[src/hdl/hcs_pkg.sv]
// Shared types and constants of the cubic Hermite curve sampler.
package hcs_pkg;

    // Field widths
    localparam int COORD_W = 32;
    localparam int IDX_W   = 10;
    localparam int CFG_W   = 11;
    localparam int FRAC_W  = 16;

    // Parameter division: numerator j*2^16 + (n-1)/2, quotient bits per stage
    localparam int NUM_W      = 27;
    localparam int QUO_W      = 18;
    localparam int DIV_BITS   = 3;
    localparam int DIV_STAGES = QUO_W / DIV_BITS;

    // t in Q1.16, at most 1.0
    localparam int T_W = 17;

    // Basis value widths: h1 and h2 span a little over [0,1], h3, h4 and h3+h4 stay small
    localparam int HW_W  = 18;
    localparam int HS_W  = 16;

    localparam logic [CFG_W-1:0] CFG_RESET = 11'd250;

    typedef struct packed {
        logic signed [COORD_W-1:0] x0;
        logic signed [COORD_W-1:0] y0;
        logic signed [COORD_W-1:0] x1;
        logic signed [COORD_W-1:0] y1;
        logic signed [COORD_W-1:0] m0;
        logic signed [COORD_W-1:0] m1;
    } geom_t;

    // Geometry plus the index error flag that rides along every stage
    typedef struct packed {
        geom_t geom;
        logic  err;
    } carry_t;

    typedef struct packed {
        carry_t            c;
        logic [NUM_W-1:0]  num;
    } div_req_t;

    typedef struct packed {
        carry_t          c;
        logic [T_W-1:0]  t;
    } div_rsp_t;

    typedef struct packed {
        carry_t                   c;
        logic signed [HW_W-1:0]   h1;
        logic signed [HW_W-1:0]   h2;
        logic signed [HW_W-1:0]   h34;
        logic signed [HS_W-1:0]   h3;
        logic signed [HS_W-1:0]   h4;
    } basis_t;

endpackage

[src/hdl/hcs_basis.sv]
// Three-stage evaluator of the four Hermite basis polynomials from t.
module hcs_basis (
    input  logic               clk,
    input  logic               rst_n,
    input  logic               in_valid,
    output logic               in_ready,
    input  hcs_pkg::div_rsp_t  in_data,
    output logic               out_valid,
    input  logic               out_ready,
    output hcs_pkg::basis_t    out_data
);

    localparam logic signed [51:0] ONE_Q48 = 52'sh1000000000000;
    localparam logic signed [51:0] RND_32  = 52'sh0000080000000;

    logic [2:0]                 v_reg;
    logic [3:0]                 en;

    logic [33:0]                sq_prod;
    logic [49:0]                cu_prod;

    logic [hcs_pkg::T_W-1:0]    s1_t_reg;
    logic [32:0]                s1_t2_reg;
    hcs_pkg::carry_t            s1_c_reg;

    logic [hcs_pkg::T_W-1:0]    s2_t_reg;
    logic [32:0]                s2_t2_reg;
    logic [48:0]                s2_t3_reg;
    hcs_pkg::carry_t            s2_c_reg;

    hcs_pkg::basis_t            s3_next;
    hcs_pkg::basis_t            s3_reg;

    // Advance a stage when it is empty or the next one advances
    assign en[3]    = out_ready;
    assign en[2]    = !v_reg[2] || en[3];
    assign en[1]    = !v_reg[1] || en[2];
    assign en[0]    = !v_reg[0] || en[1];
    assign in_ready = en[0];

    always_ff @(posedge clk or negedge rst_n)
    begin
        if (!rst_n)
            v_reg <= '0;
        else
        begin
            if (en[0])
                v_reg[0] <= in_valid;
            if (en[1])
                v_reg[1] <= v_reg[0];
            if (en[2])
                v_reg[2] <= v_reg[1];
        end
    end

    // Square and cube of t, exact
    assign sq_prod = 34'(in_data.t) * 34'(in_data.t);
    assign cu_prod = 50'(s1_t2_reg) * 50'(s1_t_reg);

    // Combine powers in Q48 and round each basis value to Q16
    always_comb
    begin
        logic signed [51:0] a;
        logic signed [51:0] b;
        logic signed [51:0] c;
        logic signed [51:0] r3;
        logic signed [51:0] r4;
        a  = $signed({3'b000, s2_t3_reg});
        b  = $signed({3'b000, s2_t2_reg, 16'h0000});
        c  = $signed({3'b000, s2_t_reg, 32'h0000_0000});
        r3 = (a - (b <<< 1) + c + RND_32) >>> 32;
        r4 = (a - b + RND_32) >>> 32;
        s3_next.c   = s2_c_reg;
        s3_next.h1  = hcs_pkg::HW_W'(((a <<< 1) - (b <<< 1) - b + ONE_Q48 + RND_32) >>> 32);
        s3_next.h2  = hcs_pkg::HW_W'(((b <<< 1) + b - (a <<< 1) + RND_32) >>> 32);
        s3_next.h3  = hcs_pkg::HS_W'(r3);
        s3_next.h4  = hcs_pkg::HS_W'(r4);
        s3_next.h34 = hcs_pkg::HW_W'(r3 + r4);
    end

    always_ff @(posedge clk)
    begin
        if (en[0])
        begin
            s1_t_reg  <= in_data.t;
            s1_t2_reg <= sq_prod[32:0];
            s1_c_reg  <= in_data.c;
        end
        if (en[1])
        begin
            s2_t_reg  <= s1_t_reg;
            s2_t2_reg <= s1_t2_reg;
            s2_t3_reg <= cu_prod[48:0];
            s2_c_reg  <= s1_c_reg;
        end
        if (en[2])
            s3_reg <= s3_next;
    end

    assign out_valid = v_reg[2];
    assign out_data  = s3_reg;

endmodule

[config.mk]
export PLATFORM = sky130hd
export DESIGN_NAME = hcs_basis
export DESIGN_NICKNAME = d
export VERILOG_FILES = /design/src/hdl/hcs_pkg.sv /design/src/hdl/hcs_basis.sv
export SDC_FILE = /design/constraint.sdc
export NUM_CORES = 2
export LEC_CHECK = 0
export BUFFER_PORTS_ARGS = -buffer_cell sky130_fd_sc_hd__buf_4
export CORE_MARGIN = 2
export CORE_UTILIZATION = 45
export CTS_CLUSTER_SIZE = 24
export DETAILED_ROUTE_END_ITERATION = 10
export MAX_ROUTING_LAYER = met4
export PLACE_DENSITY = 0.72
export SKIP_CTS_REPAIR_TIMING = 1
export SLEW_MARGIN = 40
export SYNTH_ARGS = -nofsm -noshare
export SYNTH_HDL_FRONTEND = slang
export SYNTH_SLANG_ARGS = --single-unit
[constraint.sdc]
create_clock -name clk -period 28.4 [get_ports clk]
set_input_delay 1.42 -clock clk [delete_from_list [all_inputs] [get_ports clk]]
set_output_delay 1.42 -clock clk [all_outputs]
set_load 0.005 [all_outputs]
# Word level (Yosys, flattened, before mapping)
# Index checks and enable logic that the tools add are counted.
# classes
addsub	13
reduce_logical	6
multipliers	2
# ops
operator	n
50-bit by 33-bit adder with 50-bit output, second input constant	4
50-bit subtractor	3
50-bit by 49-bit adder with 50-bit output	1
50-bit adder	1
50-bit adder, second input constant	1
49-bit by 49-bit subtractor with 50-bit output	1
49-bit by 50-bit subtractor with 50-bit output	1
33-bit by 17-bit multiplier with 49-bit output	1
17-bit by 17-bit multiplier with 33-bit output	1
18-bit adder	1
1-bit logical NOT	3
1-bit logical OR	3
# totals
ff_bits	817
word_cells	55
input_bits	214
out_inout_bits	281

# Longest topological paths before layout
# logic_depth
ltp_word	4
depth_mapped	26

# Worst setup path before layout
# OpenSTA, ideal clock, no wires.
# synth_timing
path_type	input-to-reg
start	input port out_ready
end	register s1_c_reg[0] (netlist name), enable pin
n_path_buf	0
path_stages	1
t_required_ps	25414
path_slack_ps	17321
arrival_time_ps	8092
setup_ps	2986
path_cell_list	nand4b_1
# synth_via
elab_chain_cells	3
# synth_lines
element	line	text
start: declaration	hcs_basis.sv:9	input logic out_ready,
1-bit logical OR	hcs_basis.sv:36	assign en[2] = !v_reg[2] || en[3];
1-bit logical OR	hcs_basis.sv:37	assign en[1] = !v_reg[1] || en[2];
1-bit logical OR	hcs_basis.sv:38	assign en[0] = !v_reg[0] || en[1];
end signal: assignment	hcs_basis.sv:87	s1_c_reg <= in_data.c;
end: declaration	hcs_basis.sv:24	hcs_pkg::carry_t s1_c_reg;
# No other way between the ends.
# A chain may end at the register's enable or synchronous reset.

# Final worst setup path
# layout_timing
start	register s1_t2_reg[12]
end	register s2_t3_reg[48], data pin
# layout_via
elab_chain_cells	1
# layout_lines
element	line	text
start: declaration	hcs_basis.sv:23	logic [32:0] s1_t2_reg;
start signal: assignment	hcs_basis.sv:86	s1_t2_reg <= sq_prod[32:0];
33-bit by 17-bit multiplier with 49-bit output	hcs_basis.sv:58	assign cu_prod = 50'(s1_t2_reg) * 50'(s1_t_reg);
net cu_prod[48]	hcs_basis.sv:20	logic [49:0] cu_prod;
end signal: assignment	hcs_basis.sv:93	s2_t3_reg <= cu_prod[48:0];
end: declaration	hcs_basis.sv:28	logic [48:0] s2_t3_reg;
# The timed path passes the listed nets, and every way through them passes these cells.

==> results.yml <==
job:
  drv_cap: 0
worst_setup_path:
  r2r_start: "s1_t2_reg[12]"
  cp-end-kind: "flop"
  startpoint: "s1_t2_reg[12]"
  cp_cell_sequence: "and2_1 -> fa_1 -> inv_1 -> fa_1 -> fa_1 -> inv_1 -> fa_1 -> fa_1 -> inv_1 -> fa_1 -> inv_1 -> ha_1 -> and3_1 -> a221o_1 -> a221oi_1 -> a31oi_1 -> nor3_1 -> o21bai_1 -> a21o_1 -> o41ai_2 -> o2111ai_1 -> a21oi_1 -> xnor2_1"
  critical_path.max_fanout: 18
  slowest_delay_ps: 720
  cp-start-kind: "flop"
  criticalPathCategory: "reg -> reg"
  critPathMostFrequentCell: "fa_1"
  crit_slowest_cell: "edfxtp_1"
  cp.required_ps: 28800
  cp.arrival_ps: 8020
clock_tree:
  cts_made_buffers: 84
  cts_tree: "yes"
  root_buffer: "clkbuf_16"
  cts_max_path_buffers: 3
  numClockSinks: 812
  htreeDepth: 3
  insertion_delay_ps: 680
  cts.clk_slew.worst_paths_ps: 60
synth:
  yosysWarnings: 0
  synth_cell_types: 64
  yosysSeqAreaShare: 0.410
  postSynthAreaPerCell_sq_um: 11.9
  synth_enable_flop_cells: 809
  synth_area_sq_mm: 0.0595
  ys.flop_type: "edfxtp_1"
  synth_seq_cells: 812
  synth-async-reset-ratio: 0.00369
  syn_inst: 5010
placement:
  port_buffers: 494
  place.gp.congestion: 0.901
  hpwl_microns: 110000
timing:
  skew_ps: 55.2
  rsz0062_at_grt: "no"
  finalSetupViolCount: 0
  fin_crit_ps: 7630
  relSlewSlack: 0.420
  tightest_slew_ps: 870
  fmax_mhz: 131
  drv_slew: 0
  hold_viol: 0
  finalCritPeriodShare: 0.269
  fin_tns_setup_ps: 0
floorplanning:
  fp.dieH_microns: 368
  core_sq_mm: 0.131
  floorplan.die.width_microns: 368
  start_util: 0.453
  io_pins: 495
  die-area_sq_mm: 0.135
  fp-row-count: 133
finish:
  layout-drive-gt1-share: 0.119
  final_nets: 6938
  syn_to_final_growth_pct: 14.8
  largest_reg_flops: 279
route:
  detail_route.iter0.violations: 3080
  dr.pass1.iters: 6
  via_per_inst: 5.16
  drc: 0
  drt-wirelength-per-cell_microns: 19.6
  drt.antenna.violating_nets: 0
  via_count: 37900
  routed_wl_microns: 144000
grt:
  groute.usage.overall: 0.218
  grt_antenna_before_repair: 5
  grt_pass1_vias: 39000
  grt_max_degree: 161
  grt.overflow.total: 0
  grt_pass1_wl_microns: 223000
min_path:
  hp-start: "s2_c_reg[170]"
  worstHoldPathType: "reg -> reg"
run_status:
  status: "completed"
==> routing by layer <==
layer / track usage / vias up / part of all wire
met5: - / - / 0
met4: 0.0556 / 0 / 0.024
met3: 0.0385 / 236 / 0.075
met2: 0.346 / 1479 / 0.48
met1: 0.292 / 19000 / 0.42
li1: - / 17200 / -
==> through the flow <==
stage / std cells / worst slack, ps / hold slack [ps] / util / cell area (sq um)
floorplan: 5017 / 17320 / 400 / - / 59500
global placement: 7179 / 20750 / 400 / 0.497 / 65300
detailed placement: 7181 / 20750 / 405 / 0.497 / 65300
CTS: 7333 / 20790 / 389 / 0.519 / 68200
global route: 7341 / 20350 / 392 / 0.520 / 68300
finish: 7341 / 20770 / 385 / 0.520 / 68300
==> worst max-delay path: cells and delay by family, from the launching register on <==
family                     cells  cell delay, ps
and+or+nand+nor                3             800
xor gates and xnor gates       1              90
AOI/OAI and AO/OA              8            2150
adders and majority gates      7            3400
DFF                            1             720
buffers and inverters          4             200
==> cell usage in the layout, fill, tap and decap left out, drive strengths merged, types with 20 or more instances in the layout <==
master,instances
a21oi,172
fa,698
ha,510
nand3,45
nor2b,38
o21bai,24
nor2,118
clkinv,35
a21o,111
nand2b,20
nor3,36
buf,537
o21a,23
xnor2,119
clkbuf,101
xor2,49
and2,271
nand2,488
o21ai,93
edfxtp,809
inv,1053
==> layout make-up <==
type | instances | area [sq um]
well taps | 1755 | 2200
repair buffers | 537 | 4150
multi-input cells | 3031 | 30700
inverters | 1050 | 3940
clock inverters | 51 | 701
clock buffers | 101 | 2170
diodes | 4 | 10.0
flip-flops and latches | 812 | 24400
fillers | 11000 | 63000
==> cell families (layout without fill, tap and decap cells) <==
| group | Yosys count | count (layout) | share of synthesized area |
|---|---|---|---|
| muxes | 2 | 2 | 0.000358 |
| xor gates and xnor gates | 168 | 168 | 0.0247 |
| other | 2 | 13 | 0.000126 |
| and+or+nand+nor | 1088 | 1088 | 0.0880 |
| DFF | 812 | 812 | 0.410 |
| AOI/OAI and AO/OA | 556 | 556 | 0.0607 |
| buffers and inverters | 1174 | 1739 | 0.0741 |
| adders and majority gates | 1208 | 1208 | 0.342 |
==> synthesized netlist by cell type, types with 4 or more instances <==
| master | number | share of area |
|---|---|---|
| a2111oi_0 | 8 | 0.0012 |
| a211o_1 | 6 | 0.00088 |
| a211oi_1 | 12 | 0.0015 |
| a21boi_0 | 9 | 0.0011 |
| a21o_1 | 111 | 0.014 |
| a21oi_1 | 172 | 0.014 |
| a221oi_1 | 6 | 0.00088 |
| a311oi_1 | 9 | 0.0013 |
| a31oi_1 | 15 | 0.0016 |
| and2_1 | 271 | 0.029 |
| and3_1 | 15 | 0.0016 |
| and4_1 | 6 | 0.00088 |
| clkbuf_1 | 124 | 0.0078 |
| edfxtp_1 | 809 | 0.41 |
| fa_1 | 698 | 0.23 |
| ha_1 | 510 | 0.11 |
| inv_1 | 1050 | 0.066 |
| nand2_1 | 488 | 0.031 |
| nand2b_1 | 20 | 0.0021 |
| nand3_1 | 45 | 0.0038 |
| nand4_1 | 17 | 0.0018 |
| nand4b_1 | 4 | 0.00059 |
| nor2_1 | 118 | 0.0074 |
| nor2b_1 | 38 | 0.0040 |
| nor3_1 | 36 | 0.0030 |
| nor4_1 | 8 | 0.00084 |
| o2111ai_1 | 5 | 0.00074 |
| o211ai_1 | 15 | 0.0019 |
| o21a_1 | 23 | 0.0029 |
| o21ai_0 | 92 | 0.0077 |
| o21bai_1 | 24 | 0.0030 |
| o311a_1 | 4 | 0.00067 |
| o31a_1 | 6 | 0.00088 |
| o31ai_1 | 10 | 0.0013 |
| or3_1 | 10 | 0.0011 |
| xnor2_1 | 119 | 0.018 |
| xor2_1 | 49 | 0.0072 |
==> final timing paths <==
kind / to / slack, ps / cells after the start
min: out_data[256] / 390 / 0
min reg2reg: out_data[256] / 390 / 0
max reg2reg: s2_t3_reg[48] / 20770 / 23
min in group asynchronous: v_reg[1] / 550 / 1
max in group asynchronous: v_reg[0] / 27760 / 1
max: s2_t3_reg[48] / 20770 / 23
Power is left out: the tool's default activity adds up to more than one toggle a clock period on the data nets, which glitch-free logic cannot reach.
