[config.mk]
export PLATFORM = sky130hd
export DESIGN_NAME = hcs_divider
export DESIGN_NICKNAME = d
export VERILOG_FILES = /design/src/hdl/hcs_pkg.sv /design/src/hdl/hcs_divider.sv
export SDC_FILE = /design/constraint.sdc
export NUM_CORES = 1
export LEC_CHECK = 0
export ABC_AREA = 1
export BUFFER_PORTS_ARGS = -buffer_cell sky130_fd_sc_hd__buf_2
export CAP_MARGIN = 20
export CORE_UTILIZATION = 60
export DETAILED_ROUTE_END_ITERATION = 12
export PLACE_DENSITY = 0.8
export SLEW_MARGIN = 10
export SYNTH_ARGS = -nofsm -noshare
export SYNTH_HDL_FRONTEND = slang
export SYNTH_SLANG_ARGS = --single-unit
[constraint.sdc]
create_clock -name clk -period 73 [get_ports clk]
set_clock_uncertainty 0.15 [all_clocks]
set_input_delay 7.3 -clock clk [delete_from_list [all_inputs] [get_ports clk]]
set_output_delay 7.3 -clock clk [all_outputs]
set_load 0.02 [all_outputs]
[src/hdl/hcs_pkg.sv]
// Shared types and constants of the cubic Hermite curve sampler.
package hcs_pkg;

    // Field widths
    localparam int COORD_W = 32;
    localparam int IDX_W   = 10;
    localparam int CFG_W   = 11;
    localparam int FRAC_W  = 16;

    // Parameter division: numerator j*2^16 + (n-1)/2, quotient bits per stage
    localparam int NUM_W      = 27;
    localparam int QUO_W      = 18;
    localparam int DIV_BITS   = 3;
    localparam int DIV_STAGES = QUO_W / DIV_BITS;

    // t in Q1.16, at most 1.0
    localparam int T_W = 17;

    // Basis value widths: h1 and h2 span a little over [0,1], h3, h4 and h3+h4 stay small
    localparam int HW_W  = 18;
    localparam int HS_W  = 16;

    localparam logic [CFG_W-1:0] CFG_RESET = 11'd250;

    typedef struct packed {
        logic signed [COORD_W-1:0] x0;
        logic signed [COORD_W-1:0] y0;
        logic signed [COORD_W-1:0] x1;
        logic signed [COORD_W-1:0] y1;
        logic signed [COORD_W-1:0] m0;
        logic signed [COORD_W-1:0] m1;
    } geom_t;

    // Geometry plus the index error flag that rides along every stage
    typedef struct packed {
        geom_t geom;
        logic  err;
    } carry_t;

    typedef struct packed {
        carry_t            c;
        logic [NUM_W-1:0]  num;
    } div_req_t;

    typedef struct packed {
        carry_t          c;
        logic [T_W-1:0]  t;
    } div_rsp_t;

    typedef struct packed {
        carry_t                   c;
        logic signed [HW_W-1:0]   h1;
        logic signed [HW_W-1:0]   h2;
        logic signed [HW_W-1:0]   h34;
        logic signed [HS_W-1:0]   h3;
        logic signed [HS_W-1:0]   h4;
    } basis_t;

endpackage

[src/hdl/hcs_divider.sv]
// Pipelined restoring divider that forms t = round(j*2^16 / (n-1)).
module hcs_divider #(
    parameter int DW = 10
) (
    input  logic               clk,
    input  logic               rst_n,
    input  logic               in_valid,
    output logic               in_ready,
    input  hcs_pkg::div_req_t  in_data,
    input  logic [DW-1:0]      divisor,
    output logic               out_valid,
    input  logic               out_ready,
    output hcs_pkg::div_rsp_t  out_data
);

    localparam int RW = DW + 1;
    localparam int S  = hcs_pkg::DIV_STAGES;

    typedef struct packed {
        hcs_pkg::carry_t                c;
        logic [hcs_pkg::NUM_W-1:0]      num;
        logic [hcs_pkg::QUO_W-1:0]      quo;
        logic [RW-1:0]                  rem;
    } dstage_t;

    dstage_t        entry;
    dstage_t        stg     [S+1];
    dstage_t        st_next [S];
    dstage_t        st_reg  [S];
    logic [S-1:0]   v_reg;
    logic [S:0]     vin;
    logic [S:0]     en;
    logic [RW-1:0]  dext;

    assign dext = {1'b0, divisor};

    // Seed the remainder with the numerator bits above the quotient
    always_comb
    begin
        entry.c   = in_data.c;
        entry.num = in_data.num;
        entry.quo = '0;
        entry.rem = RW'(in_data.num >> hcs_pkg::QUO_W);
    end

    assign stg[0] = entry;
    assign vin    = {v_reg, in_valid};

    // Advance a stage when it is empty or the next one advances
    assign en[S]    = out_ready;
    assign in_ready = en[0];

    for (genvar k = 0; k < S; k++)
    begin : g_stage
        assign stg[k+1] = st_reg[k];
        assign en[k]    = !v_reg[k] || en[k+1];

        // Retire three quotient bits, most significant first
        always_comb
        begin
            dstage_t       cur;
            logic [RW-1:0] trial;
            cur = stg[k];
            for (int b = 0; b < hcs_pkg::DIV_BITS; b++)
            begin
                trial = {cur.rem[RW-2:0],
                         cur.num[hcs_pkg::QUO_W-1-k*hcs_pkg::DIV_BITS-b]};
                if (trial >= dext)
                begin
                    cur.rem = trial - dext;
                    cur.quo[hcs_pkg::QUO_W-1-k*hcs_pkg::DIV_BITS-b] = 1'b1;
                end
                else
                begin
                    cur.rem = trial;
                    cur.quo[hcs_pkg::QUO_W-1-k*hcs_pkg::DIV_BITS-b] = 1'b0;
                end
            end
            st_next[k] = cur;
        end

        always_ff @(posedge clk or negedge rst_n)
        begin
            if (!rst_n)
                v_reg[k] <= 1'b0;
            else if (en[k])
                v_reg[k] <= vin[k];
        end

        always_ff @(posedge clk)
        begin
            if (en[k])
                st_reg[k] <= st_next[k];
        end
    end

    assign out_valid  = v_reg[S-1];
    assign out_data.c = st_reg[S-1].c;
    assign out_data.t = st_reg[S-1].quo[hcs_pkg::T_W-1:0];

endmodule

Word level (Yosys, flattened, before mapping)
Memories as Yosys holds them, arrays and structs flattened.
Cells that the tools add are included.
{"block": "op_classes", "add_sub_neg": 18, "n_mul": 0, "div": 0, "n_lt_le_gt_ge": 18, "n_eq_ne": 0, "n_shift": 0, "n_mux": 47, "n_bitwise": 0, "n_reduce_logical": 12}
{"cell": "$ge A11 B10 Y1", "count": 17}
{"cell": "$mux W10", "count": 12}
{"cell": "$sub A10 B10 Y10", "count": 12}
{"cell": "$sub A11 B10 Y11", "count": 6}
{"cell": "$mux W11", "count": 5}
{"cell": "$mux W1", "count": 29}
{"cell": "$mux W12", "count": 1}
{"cell": "$ge A10 B10 Y1", "count": 1}
{"cell": "$logic_not A1 Y1", "count": 6}
{"cell": "$logic_or A1 B1 Y1", "count": 6}
{"block": "totals", "regBits": 6, "latchBits": 0, "ramBits": 1494, "romBits": 0, "input_bits": 234, "out_inout_bits": 212, "elab_cells": 102, "mem_count": 1}
{"memory": "st_reg", "depth": 6, "width": 249, "read_ports": 6, "rd_ports_with_merged_regs": 0, "write_ports": 6, "line_no": "hcs_divider.sv:29", "rtl": "dstage_t st_reg [S];"}

Longest topological paths before layout
Gate-level depths: netlist (run 1).
{"block": "depth", "depth_word": 9, "mapped_depth": 39, "depth_no_buf": 38}

Worst setup path before layout (run 1)
No wires, ideal clock.
{"block": "synth_path", "path_kind": "in2out", "start": "input port out_ready", "end": "output port in_ready", "t_arrival_ns": 29.921, "t_required_ns": 65.550, "setup_slack_ns": 35.629, "path_stages": 10, "n_path_buf": 0, "cell_sequence": "nor2_1 -> inv_1 -> nor2_1 -> inv_1 -> nor2_1 -> inv_1 -> nor2_1 -> inv_1 -> nor2_1 -> nand2_1"}
{"block": "synth_via", "elab_chain_len": 6}
{"item": "start: declaration", "line_no": "hcs_divider.sv:12", "rtl": "input logic out_ready,"}
{"item": "$logic_or A1 B1 Y1", "line_no": "hcs_divider.sv:56", "rtl": "assign en[k] = !v_reg[k] || en[k+1];"}
{"item": "net en[5]", "line_no": "hcs_divider.sv:32", "rtl": "logic [S:0] en;"}
{"item": "$logic_or A1 B1 Y1", "line_no": "hcs_divider.sv:56"}
{"item": "net en[4]", "line_no": "hcs_divider.sv:32"}
{"item": "$logic_or A1 B1 Y1", "line_no": "hcs_divider.sv:56"}
{"item": "net en[3]", "line_no": "hcs_divider.sv:32"}
{"item": "$logic_or A1 B1 Y1", "line_no": "hcs_divider.sv:56"}
{"item": "net en[2]", "line_no": "hcs_divider.sv:32"}
{"item": "$logic_or A1 B1 Y1 (2 in a row)", "line_no": "hcs_divider.sv:56"}
{"item": "end: declaration", "line_no": "hcs_divider.sv:8", "rtl": "output logic in_ready,"}
The timed path passes the listed nets, and every way through them passes these cells.

Worst setup path after layout (run 1)
Same ends and word-level chain as after synthesis.

==> results.cfg, run 1 <==
[timing]
slew_violations = 0
hold_viol = 0
setup_viol_count_final = 0
final.min_clock_period_ps = 19200
fmax_mhz = 52.10
period_share = 0.2630
rsz0062_at_grt = false
slew_headroom = 0.2830
max_slew.worst_pin.slew_ps = 1076
tns_ps = 0

[global_route]
antenna_found_initial = 22
grt_util_met2 = 0.4147
grt_pass1_vias = 26110
grt_max_degree = 109
grt_use_total = 0.2433
grtUsageMet3 = 0.04757
grt_pass1_wl_um = 153100
grt.met1_usage = 0.3131
grt-ovfl-total = 0
busiest_layer = met2

[setup_path]
endpoint_kind = output port
critPathTopFamily = buffers and inverters
arrival_ps = 11750
worstSetupStartpointType = input pin
critPathBufInv = 6
crit_chain = buf_2, nor2_1, inv_8, nor2_1, inv_8, nor2_1, inv_8, nor2_1, inv_8, nor2_1, nand2_4, buf_2
max_stage_delay_ps = 630
required_ps = 65550
path_max_fanout = 108
cp_slowest_cell = inv_8
criticalPathCategory = input pin to output port
critPathMostFrequentCell = nor2_1

[floorplanning]
io_pins = 446
core_area_mm2 = 0.08237
start_util = 0.6076
die_area_mm2 = 0.08457
die_y_um = 290.8
fp.dieW_um = 290.8
row_count = 105

[synthesis]
ys_seq_area_frac = 0.7890
mappedNetlistArea_mm2 = 0.05005
synth_edf_count = 1310
yosysUniqueCellTypes = 55
yosysWarnings = 0
ys_async_sr_fraction = 0.004559
synth_seq_cells = 1316
synth_flop_cell = edfxtp_1
syn-instance-count = 3129
synth_nets = 3560
avgSynthCellArea_um2 = 16.00

[clock_network]
cts_tree = done
clock-root-buffer = clkbuf_16
postCtsHoldBufs = 0
clkSinkCount = 1316
cts_setup_buffers = 0
cts_resized = 0
h-tree-depth = 3
cts.path.max_buffers = 3
clk_latency_ps = 690
cts_made_buffers = 120
path_clk_slew_ps = 70

[cells_and_area]
area_growth_pct = 15.15
regArea_mm2 = 0.03949
utilization = 0.6997
fill_cells = 5262
largest_reg_flops = 1310
multiInputGateArea_mm2 = 0.009424
fin_nets = 4119
drive_gt1_frac = 0.1926

[detailed_routing]
dr_total_vias = 26337
routed_wl_um = 103000
via_per_inst = 5.398
wl_per_cell_um = 21.10
dr.first_iter.drc_count = 2044
drc = 0
ant_nets = 0
drt_pass1_iterations = 5

[placement]
gp_congestion = 0.8672
port_buffers = 445
dp_hpwl_um = 63330

[power]
peakVddDrop_v = 0.00005788
p_per_area_mw_per_mm2 = 50.76
leakage_nw = 23.08

[run]
maxCapViolations = 0

[outcome]
status = complete, no violations

[worst_hold_path]
hold_class = flop to flop
==> cell families (layout without fill, tap and decap cells) <==
family / Yosys count / count (layout) / share of synthesized area
compound gates: 272 / 272 / 0.03255
xor+xnor: 111 / 111 / 0.01942
fa+ha+maj: 197 / 197 / 0.05180
buf+inv: 275 / 937 / 0.02287
flops: 1316 / 1316 / 0.7890
other cells: 0 / 18 / 0
simple gates: 958 / 958 / 0.08437
==> final timing paths <==
| path | start | endpoint | slack [ps] | cells after the start |
|---|---|---|---|---|
| worst max register to register | out_valid | st_reg[1][152] | 66010 | 13 |
| worst max-delay path | out_ready | in_ready | 53800 | 12 |
| worst min register to register | st_reg[1][32] | st_reg[2][32] | 240 | 0 |
| min in group asynchronous | rst_n | v_reg[0] | 6320 | 1 |
| worst min-delay path | st_reg[1][32] | st_reg[2][32] | 240 | 0 |
| max in group asynchronous | rst_n | v_reg[2] | 66150 | 1 |
==> synth_stat cells (9+ instances only) <==
cell type,instances,area (µm²)
a21o_1,12,90.09
a21oi_1,114,570.6
buf_4,13,97.59
edfxtp_1,1310,39340
fa_1,17,340.3
ha_1,180,2252
inv_1,233,874.6
nand2_1,583,2188
nand2_2,10,62.56
nand3_1,113,565.5
nand4_1,73,456.7
nor2_1,111,416.7
nor3_1,22,110.1
o21ai_0,62,310.3
o21ai_1,12,60.06
o21ai_2,21,183.9
or2_2,9,56.30
xnor2_1,46,402.9
xor2_1,65,569.3
==> power by group <==
part,total [mW],switching (mW),leakage [nW],internal [mW]
clock,0.628,0.270,1.94,0.358
sequential,1.12,0.0520,13.3,1.07
combinational,1.18,0.763,7.81,0.416
==> area by class of cell <==
cell class | instances | share of cell area
repair buffers | 470 | 0.04190
inverters | 242 | 0.01650
multi-input cells | 1538 | 0.1635
clock buffers | 146 | 0.05469
well taps | 1070 | 0.02323
flip-flops and latches | 1316 | 0.6852
clock inverters | 79 | 0.01422
diodes | 18 | 0.0007816
==> stage by stage <==
step / power (mW) / hold WS [ps] / instance area, µm² / worst slack, ps / std cells
after floorplan: 2.060 / 250.3 / 50050 / 35630 / 3129
after global placement: 2.265 / 250.1 / 53620 / 53720 / 4636
after detailed placement: 2.292 / 254.5 / 53620 / 53550 / 4636
after CTS: 2.935 / 236.3 / 57590 / 53510 / 4861
after global routing: 3.131 / 241.7 / 57610 / 53330 / 4871
final: 2.925 / 239.0 / 57630 / 53800 / 4879
==> metal layers <==
metal,part of all wire,vias to the layer above
met5,0.00055,-
met4,0.029,8
met3,0.064,185
met2,0.50,911
met1,0.40,12659
li1,-,12574
==> cells in the final DEF, fill, tap and decap left out, types with 22 or more instances in the layout <==
master	count
nand4_1	73
nor2_1	111
xor2_1	65
inv_1	228
clkinv_1	28
clkbuf_1	22
a21oi_1	114
clkbuf_16	121
nand3_1	113
buf_2	445
o21ai_0	62
edfxtp_1	1310
nand2_1	582
nor3_1	22
clkinv_2	23
buf_4	25
xnor2_1	46
ha_1	180
(Power assumes the default switching activity.)
==> run 2, diff against run 1 <==
Settings changed: ABC_AREA 1 to 0, CORE_UTILIZATION 60 to 53, PLACE_DENSITY 0.8 to 0.75.
Clock period 73 ns to 17.5 ns, I/O delays scaled along.
==> run 2 against run 1 <==
  * Count of clock-buffer cells in the layout rose by 15
  * Utilization fell by 7.4 points
  * Synthesized area fell by 1.9%
  * Highest routed layer unchanged
  * Hold slack improved by 10 ps
  * Sequential share of layout area rose by 0.35 points
  * First-iteration DRC count rose by 4.1%
  * Register-to-register slack got worse by 57000 ps
  * Final cell count fell by 8.1%
  * Wire length fell by 1.3%
  * Critical endpoint is now st_reg[4][6]
  * Largest power group unchanged
  * Critical path depth rose by 21
  * Sequential cell count did not move
==> results.cfg, run 2 <==
[synthesis]
synth_flop_cell = edfxtp_1
yosys.area.top_type = edfxtp_1
synthTopCellsByArea = edfxtp_1 80%, ha_1 4.6%, mux2_2 2.1%
ys_seq_area_frac = 0.8043
yosysUniqueCellTypes = 75
mappedNetlistArea_mm2 = 0.04910
synth_seq_cells = 1316
synth_edf_count = 1310
yosysWarnings = 0
ys_async_sr_fraction = 0.004559
avgSynthCellArea_um2 = 18.93
syn-instance-count = 2594
synth_largest_type_area_fraction = 0.8012
yosysMostFrequentCell = edfxtp_1
netlist_top_cells_count = 1310 x edfxtp_1, 180 x ha_1, 95 x a21oi_1
synth_nets = 3025

[cells_and_area]
largest_reg_flops = 1310
fin_nets = 3621
final_common_cell = edfxtp_1
fill_cells = 6266
drive_gt1_frac = 0.2388
area_growth_pct = 16.79
final_area_mm2 = 0.05734
utilization = 0.6256
regArea_mm2 = 0.03949
fin_cells = 4486
layout.cells.most_common_list = 1310 x edfxtp_1, 445 x buf_2, 180 x ha_1, 133 x clkbuf_16, 95 x a21oi_1
multiInputGateArea_mm2 = 0.009230

[detailed_routing]
wl_per_cell_um = 22.66
drc = 0
dr_total_vias = 24741
routed_wl_um = 101600
drt_pass1_iterations = 7
ant_nets = 0
dr.first_iter.drc_count = 2128
via_per_inst = 5.515

[worst_hold_path]
hold_class = flop to flop
hold_path_depth = 0

[clock_network]
postCtsHoldBufs = 0
h-tree-depth = 4
clkSinkCount = 1316
cts_made_buffers = 131
cts_setup_buffers = 0
clk_latency_ps = 750
clock-root-buffer = clkbuf_16
cts.path.max_buffers = 3
cts_tree = done
path_clk_slew_ps = 60
cts_resized = 0

[placement]
dp_hpwl_um = 62910
port_buffers = 445
preCtsSetupSlack_ps = 7111
placed_area_mm2 = 0.05302
gp_congestion = 0.9134
dp_cells = 4235

[floorplanning]
start_util = 0.5356
die_area_mm2 = 0.09386
core_area_mm2 = 0.09166
die_y_um = 306.4
io_pins = 446
fp.dieW_um = 306.4
row_count = 111

[setup_path]
cp_slowest_cell = a2111oi_4
max_stage_delay_ps = 890
rr_worst_depth = 29
criticalPathCategory = input pin to flop
arrival_ps = 10180
path_max_fanout = 22
worstSetupStartpointType = input pin
required_ps = 17810
endpoint_kind = flop

[timing]
holdWs_ps = 249.2
final.min_clock_period_ps = 9865
max_slew.worst_pin.slew_ps = 1061
slew_violations = 0
setup_viol_count_final = 0
rsz0062_at_grt = false
slew_headroom = 0.2928
period_share = 0.5637
hold_viol = 0
fmax_mhz = 101.4
setup_ws_ps = 7635
tns_ps = 0

[power]
leakage_nw = 21.91
peakVddDrop_v = 0.0001896
p_per_area_mw_per_mm2 = 220.9
totalPowerFinal_mw = 12.67

[global_route]
antenna_found_initial = 12
grt_max_degree = 152
grt_pass1_wl_um = 151700
grt_use_total = 0.2167
grt_pass1_vias = 25415
grt-ovfl-total = 0

[run]
maxCapViolations = 0

[outcome]
status = complete, no violations
## run 2: cell types whose count changed in the layout (fill, tap and decap cells not counted), moves of 34 or more
cell	previous run	this run
nor2b_1	0	38
xnor2_1	46	83
a21o_1	12	46
nand3_1	113	21
nand4_1	73	29
nand2_1	582	82
inv_1	228	88
mux2_2	0	93
xor2_1	65	27
## run 2: critical path: cells and delay by family
family / cells / cell delay [ps]
mux: 1 / 350
simple gates: 8 / 1450
fa+ha+maj: 3 / 880
compound gates: 14 / 4240
buf+inv: 7 / 1440
## run 2: cell type report
type	instances	area share
clock buffer	161	0.05988
inverter	93	0.006350
clock inverter	74	0.01309
timing repair buffer	481	0.04482
antenna	8	0.0003491
multi-input combinational	1167	0.1610
sequential	1316	0.6887
tap	1186	0.02588
## run 2: cell families after synthesis
| kind of cell | Yosys count | share of synthesized area |
|---|---|---|
| flops | 1316 | 0.8043 |
| simple gates | 378 | 0.03876 |
| compound gates | 361 | 0.04867 |
| fa+ha+maj | 197 | 0.05280 |
| mux | 121 | 0.02711 |
| buf+inv | 111 | 0.008766 |
| xor+xnor | 110 | 0.01962 |
## run 2: report_power, final
group	total (mW)	switching [mW]	internal, mW
registers	4.68	0.221	4.46
clock network	2.71	1.17	1.54
logic	5.27	2.93	2.34
## run 2: per-layer routing
layer / wire, µm / vias to the layer above / global-route usage
li1: - / 11333 / -
met1: 41130 / 12304 / 0.2748
met2: 51360 / 881 / 0.3692
met3: 5940 / 213 / 0.04562
met4: 3123 / 10 / 0.07849
met5: 80 / - / 0
## run 2: path summary, 6_finish.rpt
path | slack, ps | end | from
max reg2reg | 9130 | st_reg[4][6] | st_reg[3][0]
min | 250 | st_reg[5][61] | st_reg[4][61]
min reg2reg | 250 | st_reg[5][61] | st_reg[4][61]
min in group asynchronous | 700 | v_reg[2] | rst_n
max | 7640 | st_reg[4][6] | divisor[1]
max in group asynchronous | 16320 | out_valid | rst_n
